[src/hdl/clas_ram.sv]
// Generic single-write, single-read RAM with registered read data.
module clas_ram #(
   parameter int WIDTH = 8,
   parameter int DEPTH = 16
) (
   input  logic                                    clock,
   input  logic                                    wr_en,
   input  logic [(DEPTH > 1 ? $clog2(DEPTH) : 1)-1:0] wr_addr,
   input  logic [WIDTH-1:0]                        wr_data,
   input  logic [(DEPTH > 1 ? $clog2(DEPTH) : 1)-1:0] rd_addr,
   output logic [WIDTH-1:0]                        rd_data
);

   logic [WIDTH-1:0] mem_ff [DEPTH];
   logic [WIDTH-1:0] rd_data_ff;

   always_ff @(posedge clock) begin
      if (wr_en) begin
         mem_ff[wr_addr] <= wr_data;
      end
      rd_data_ff <= mem_ff[rd_addr];
   end

   assign rd_data = rd_data_ff;

endmodule

[config.mk]
export PLATFORM = sky130hd
export DESIGN_NAME = clas_ram
export DESIGN_NICKNAME = d
export VERILOG_FILES = /design/src/hdl/clas_ram.sv
export SDC_FILE = /design/constraint.sdc
export NUM_CORES = 1
export LEC_CHECK = 0
export ABC_AREA = 1
export BUFFER_PORTS_ARGS = -buffer_cell sky130_fd_sc_hd__buf_4
export CORE_MARGIN = 4
export CORE_UTILIZATION = 55
export CTS_BUF_LIST = sky130_fd_sc_hd__clkbuf_16
export CTS_CLUSTER_SIZE = 25
export DETAILED_ROUTE_END_ITERATION = 10
export HOLD_SLACK_MARGIN = 0.02
export PLACE_DENSITY = 0.75
export SETUP_SLACK_MARGIN = 0.1
export SLEW_MARGIN = 20
export SYNTH_ARGS = -nofsm -noshare
export SYNTH_HDL_FRONTEND = slang
export SYNTH_SLANG_ARGS = --single-unit
[constraint.sdc]
create_clock -name clock -period 1.5 [get_ports clock]
set_clock_uncertainty 0.2 [all_clocks]
set_input_delay 0.15 -clock clock [delete_from_list [all_inputs] [get_ports clock]]
set_output_delay 0.15 -clock clock [all_outputs]
set_load 0.02 [all_outputs]
======== Yosys cells after proc, flatten, opt, wreduce, memory -nomap -nowiden ========
Memories as Yosys holds them, arrays and structs flattened. A register that Yosys moved wholly into a read port is not among the register bits.
Cells that the tools add are included.
storage, ports and cells
  memory bits (writable) .................. 128
  output and inout bits ................... 8
  logic and storage cells ................. 3
  bits of input ports ..................... 18
  bits in registers ....................... 0
  memories kept ........................... 1
memory list
  name    words  width  rd ports  clocked after memory_dff  wr ports  line  source
  mem_ff  16     8      1         1                         1         14    logic [WIDTH-1:0] mem_ff [DEPTH];
operators by class
  muxes and demuxes ....................... 2
operators with widths
  kind     number
  $mux W1  2

======== Longest topological paths before layout ========
Gate-level depths: netlist of run 1.
  word-level depth ........................ 2
  depth in mapped cells ................... 8
  gate-level depth less buffers ........... 7

======== Worst setup path before layout of run 1 ========
Ideal clock, no wire load.
  path type ............................... input to register
  start ................................... in wr_addr[2] (netlist name)
  end ..................................... mem mem_ff[10][0] (enable)
  data arrival time ....................... 0.731 ns
  setup slack ............................. 0.199 ns
  stages on the path ...................... 2
  cells stage by stage .................... nand3b_1 > nor2_1
RTL lines
  item                line  source
  start: declaration  8     input logic [(DEPTH > 1 ? $clog2(DEPTH) : 1)-1:0] wr_addr,
  end: declaration    14
Straight into the memory's write port.

==> qor.csv, run 1 <==
metric,value,unit
worst-path fanout max,16,
Detailed Route Iter0 Violations,427,
CTS buffer count,17,
global-route wire length before repair,20.2,mm
Max VDD drop,0.810,mV
CTS Root Cell,clkbuf_16,
die span in x,110,um
Clock Pin Slew Worst Setup and Hold Paths,0.06,ns
Via Count,4000,
min-delay worst type,in -> reg,
Yosys cell types,12,
drt pass-1 iters,6,
Synth Area per Inst,10.5,um2
Via density,5.28,
Power Dens Cells,1340,nW/um2
syn_nets,569,
vias in the first global route,3900,
CTS sink cnt,136,
post-synth top area cell,edfxtp_1,
aggregate global routing overflow,0,
nets@finish,626,
total of max-cap violations,0,
core box area,10300,um2
routability congestion estimate from global placement,0.921,
FP Rows,37,
Clock Latency Late Sink,0.41,ns
sequential share of the synthesized area,0.694,
Fillers,714,
Sum Neg Setup Slack,0,ns
synthesis-stage register bit count,136,
setup violators final,0,
status,"finished, final reports clean",
Final Hold Viols,0,
TritonCTS clock tree,yes,
DIE AREA,12200,um2
initial antenna violation count,0,
Max Fclk,0.739,GHz
CP startpoint kind,input port,
IO Pins,26,
Die H,110,um
"Slew Viols, Final",0,
GR Util All Layers,0.230,
Worst EP arrival,1.45,ns
Remaining DRCs,0,
most frequent cells in the layout,"nand2_1 (173), edfxtp_1 (128), inv_1 (103)",
relative slew slack,0.787,
Synth Instances,551,
share of post-route cells with drive strength above 1,0.130,
Synth Warn #,0,
Port Buffers,25,
synth top area cells,"edfxtp_1 (67%), nand2_1 (11%), nand3_1 (8.4%), inv_1 (6.5%), dfxtp_1 (2.8%)",
Leakage,3.05,nW
final worst-path cycle share,0.902,
Mapped Area,5770,um2
Synth top area share,0.667,
synth-to-layout area growth,20.7,%
hold slack,0.0493,ns
"most common cell after layout, fill and taps aside",nand2_1,
Setup CP Type,in -> reg,
Detail Route Antenna Nets,0,
Routed WL,12.8,mm
clock buffer depth,2,
Setup Buffers After CTS,0,
largest net degree at the start of global routing,65,
RSZ-0062 raised after global routing,false,
"Req. time, crit path",1.59,ns
hpwl dp,7.94,mm
Period minus WS final,1.35,ns
Antenna diodes,0,
WL per Instance,16.9,um
crit path capture type,register,
H-tree lvl count,4,
Initial Util,0.561,
worst slew pin tran,0.319,ns
## final timing paths
path | cells after the start | end | startpoint | slack [ns]
hold / removal | 5 | rd_data[2] | rd_addr[1] | 0.05
hold reg to reg | 6 | rd_data[6] | mem_ff[11][6] | 0.49
setup / recovery | 7 | rd_data[6] | rd_addr[2] | 0.15
setup reg to reg | 6 | rd_data[5] | mem_ff[3][5] | 0.28
## sequential cells by signal, summed over array words and instances (netlist names)
register and count:
mem_ff 128, rd_data 8
## synthesized netlist by cell type, drive strengths merged
cell type	n
nand2	173
edfxtp	128
inv	102
nand3	97
buf	24
nor2	17
dfxtp	8
nand3b	2
## per-stage QoR
step	power, mW	std cells	instance area, um2	utilization	worst slack [ns]
5_1_grt	9.61	757	6960	0.677	0.132
3_5_place_dp	4.94	714	6200	0.604	0.104
6_report	9.33	757	6960	0.677	0.148
3_3_place_gp	4.92	714	6200	0.604	0.134
2_1_floorplan	4.68	551	5770	-	0.199
4_1_cts	9.35	757	6950	0.676	0.120
## cell type report
class / count / area [um2] / share of cell area
inverter: 102 / 383 / 0.0550
sequential: 136 / 4000 / 0.575
tap: 136 / 170 / 0.0245
multi-input combinational: 289 / 1220 / 0.175
clock buffer: 17 / 425 / 0.0611
clock inverter: 15 / 210 / 0.0302
timing repair buffer: 62 / 547 / 0.0786
## worst max-delay path, stage by stage
cell and delay [ns]:
dlygate4sd3_1 0.53, buf_4 0.17, inv_1 0.07, buf_6 0.17, nand3_1 0.13, nand3_1 0.14, nand2_1 0.07
## where the power goes
group | total [mW] | switching, mW | internal, mW
Sequential | 4.28 | 0.0309 | 4.25
Combinational | 0.612 | 0.396 | 0.216
Clock | 4.44 | 1.51 | 2.93
Total | 9.33 | 1.94 | 7.39
## logic make-up (layout without fill, tap and decap cells)
kind of cell	count (synthesis)	in the layout	share of synthesized area
buffers and inverters	126	196	0.0952
and+or+nand+nor	289	289	0.210
DFF	136	136	0.694
## layer usage
metal  vias up  share of wire  track usage
li1       1888              -            -
met1      1887           0.40        0.306
met2       202           0.51        0.380
met3        23          0.079       0.0478
met4         0          0.016       0.0774
met5         -              0            0
## repair_timing
item	4_1_cts	5_1_grt
hold endpoints to repair	136	0
setup endpoints to repair	0	5
resized for setup	0	2
hold buffers	11	0
Power figures use the tool's default switching activity.
==> inputs of run 2 (changes only) <==
==> constraint.sdc (replaced) <==
create_clock -name clock -period 1.35 [get_ports clock]
set_clock_uncertainty 0.2 [all_clocks]
set_input_delay 0.135 -clock clock [delete_from_list [all_inputs] [get_ports clock]]
set_output_delay 0.135 -clock clock [all_outputs]
set_load 0.02 [all_outputs]
==> run 2 against run 1 <==
- sequential cell count stayed put
- worst setup slack worse by 0.089 ns
- final area is 0.27% higher
- critical path depth is 2 lower
- largest cell class unchanged
- largest power group is now sequential cells
==> qor.csv, run 2 (synthesis results as in run 1) <==
metric,value,unit,change
Detailed Route Iter0 Violations,374,,was 427
Fillers,708,,was 714
Period minus WS final,1.29,ns,
dpl cell area,6250,um2,was 6200 um2
vias in the first global route,3991,,"was 3,900"
"Req. time, crit path",1.45,ns,was 1.59 ns
total design power,10.1,mW,was 9.33 mW
CTS Root Cell,clkbuf_16,,unchanged
Routed WL,13.1,mm,was 12.8 mm
initial antenna violation count,0,,unchanged
global-route wire length before repair,20.6,mm,was 20.2 mm
r2r setup slk,0.13,ns,was 0.28 ns
CP startpoint kind,input port,,unchanged
worst-path fanout max,9,,was 16
WHS Path Cells,6,,was 5
Hold Path End,rd_data[1],,was rd_data[2]
drt pass-1 iters,5,,was 6
Initial Util,0.561,,unchanged
crit path max-delay cell type,dlygate4sd3_1,,unchanged
setup violators final,0,,unchanged
crit path capture type,register,,unchanged
Clock Latency Late Sink,0.41,ns,about the same
"most common cell after layout, fill and taps aside",nand2_1,,unchanged
Power Dens Cells,1450,nW/um2,was 1340 nW/um2
most frequent cells in the layout,"nand2_1 (173), edfxtp_1 (128), inv_1 (102)",,"was nand2_1 (173), edfxtp_1 (128), inv_1 (103)"
"Critical Path, Cell by Cell",dlygate4sd3_1 -> buf_4 -> clkinvlp_4 -> nand3_1 -> nand2_1,,was dlygate4sd3_1 -> buf_4 -> inv_1 -> buf_6 -> nand3_1 -> nand3_1 -> nand2_1
nets@finish,624,,was 626
CTS sink cnt,136,,unchanged
routability congestion estimate from global placement,0.873,,was 0.921
core box area,10300,um2,unchanged
Port Buffers,25,,unchanged
IO Pins,26,,unchanged
die span in x,110,um,unchanged
CTS buffer count,17,,unchanged
Layout Utilization,0.679,,was 0.677
Clock Pin Slew Worst Setup and Hold Paths,0.06,ns,about the same
Antenna diodes,0,,unchanged
"Design Area, Final",6980,um2,was 6960 um2
RSZ-0062 raised after global routing,true,,was false
Max Fclk,0.774,GHz,
H-tree lvl count,4,,unchanged
max reg flops,128,,unchanged
Remaining DRCs,0,,unchanged
min-delay worst type,in -> reg,,unchanged
FP Rows,37,,unchanged
aggregate global routing overflow,0,,unchanged
clock buffer depth,2,,unchanged
HP Start,rd_addr[2],,was rd_addr[1]
Via Count,4001,,"was 4,000"
status,"finished, final reports clean",,unchanged
CP bufs+invs,3,,was 4
total of max-cap violations,0,,unchanged
WL per Instance,17.4,um,was 16.9 um
"CP delay by family, top",buffers and inverters,,unchanged
Setup CP Type,in -> reg,,unchanged
hpwl dp,7.85,mm,was 7.94 mm
worst slew pin tran,0.294,ns,was 0.319 ns
Reg-to-Reg Start,mem_ff[15][5],,was mem_ff[3][5]
largest net degree at the start of global routing,65,,unchanged
reg2reg end,rd_data[5],,unchanged
DIE AREA,12200,um2,unchanged
synth-to-layout area growth,21.0,%,was 20.7%
Leakage,3.05,nW,about the same
TritonCTS clock tree,yes,,unchanged
worst reg2reg path depth,6,,unchanged
share of post-route cells with drive strength above 1,0.147,,was 0.130
Max VDD drop,0.957,mV,was 0.810 mV
"Slew Viols, Final",0,,unchanged
Via density,5.31,,was 5.28
relative slew slack,0.804,,was 0.787
GR Util All Layers,0.235,,was 0.230
Die H,110,um,unchanged
CP max stage delay,0.55,ns,was 0.53 ns
Detail Route Antenna Nets,0,,unchanged
Worst EP arrival,1.39,ns,was 1.45 ns
Final Hold Viols,0,,unchanged
"Most flops, register",mem_ff,,unchanged
final worst-path cycle share,0.956,,
run 2: repair_timing:
action                                  CTS  global route
pin swaps                                 0             2
setup buffers                             0             0
gates resized for setup                   5             8
hold endpoints to repair                136             0
endpoints found under the setup margin    3             8
hold buffers                              9             0
run 2: area by class of cell:
type	count	area [um2]	share of cell area
Clock inverter	14	166	0.0239
Tap cell	136	170	0.0244
Multi-Input combinational cell	289	1250	0.179
Sequential cell	136	4010	0.574
Inverter	102	387	0.0554
Timing Repair Buffer	60	572	0.0820
Clock buffer	17	425	0.0610
run 2: worst max-delay path by stage:
stage                             from            end  slack [ns]  depth (start not counted)
final                       rd_addr[3]     rd_data[2]        0.06                          5
after global routing      mem_ff[7][3]     rd_data[3]        0.07                          6
after CTS                   rd_data[4]     rd_data[4]        0.10                          1
after detailed placement    rd_addr[0]     rd_data[6]       -0.08                          8
after global placement      rd_addr[0]     rd_data[6]       -0.03                          8
after floorplan             wr_addr[2]  mem_ff[10][0]        0.06                          2
run 2: metal layers:
layer,GRT usage,vias up,share of wire
li1,-,1885,-
met1,0.305,1884,0.40
met2,0.373,204,0.49
met3,0.0606,28,0.080
met4,0.109,0,0.027
met5,0,-,0
run 2: metrics by stage:
stage / hold slack (ns) / instances / worst slack [ns] / setup TNS, ns
2_1_floorplan: 0.0339 / 551 / 0.0642 / 0
3_3_place_gp: 0.252 / 714 / -0.0296 / -0.0647
3_5_place_dp: 0.256 / 714 / -0.0824 / -0.206
4_1_cts: 0.0474 / 754 / 0.101 / 0
5_1_grt: 0.0695 / 754 / 0.0678 / 0
6_report: 0.0623 / 754 / 0.0588 / 0
run 2: power breakdown:
group | leakage, nW | total (mW) | internal (mW) | switching [mW]
clock | 0.301 | 4.62 | 3.03 | 1.60
sequential | 1.22 | 4.76 | 4.72 | 0.0332
combinational | 1.53 | 0.714 | 0.255 | 0.458
total | 3.05 | 10.1 | 8.01 | 2.09
run 2: worst reg2reg max path: cells and delay by family (launching register included):
| kind | cells | cell delay, ns |
|---|---|---|
| and+or+nand+nor | 5 | 0.48 |
| buffers and inverters | 1 | 0.06 |
| DFF | 1 | 0.36 |
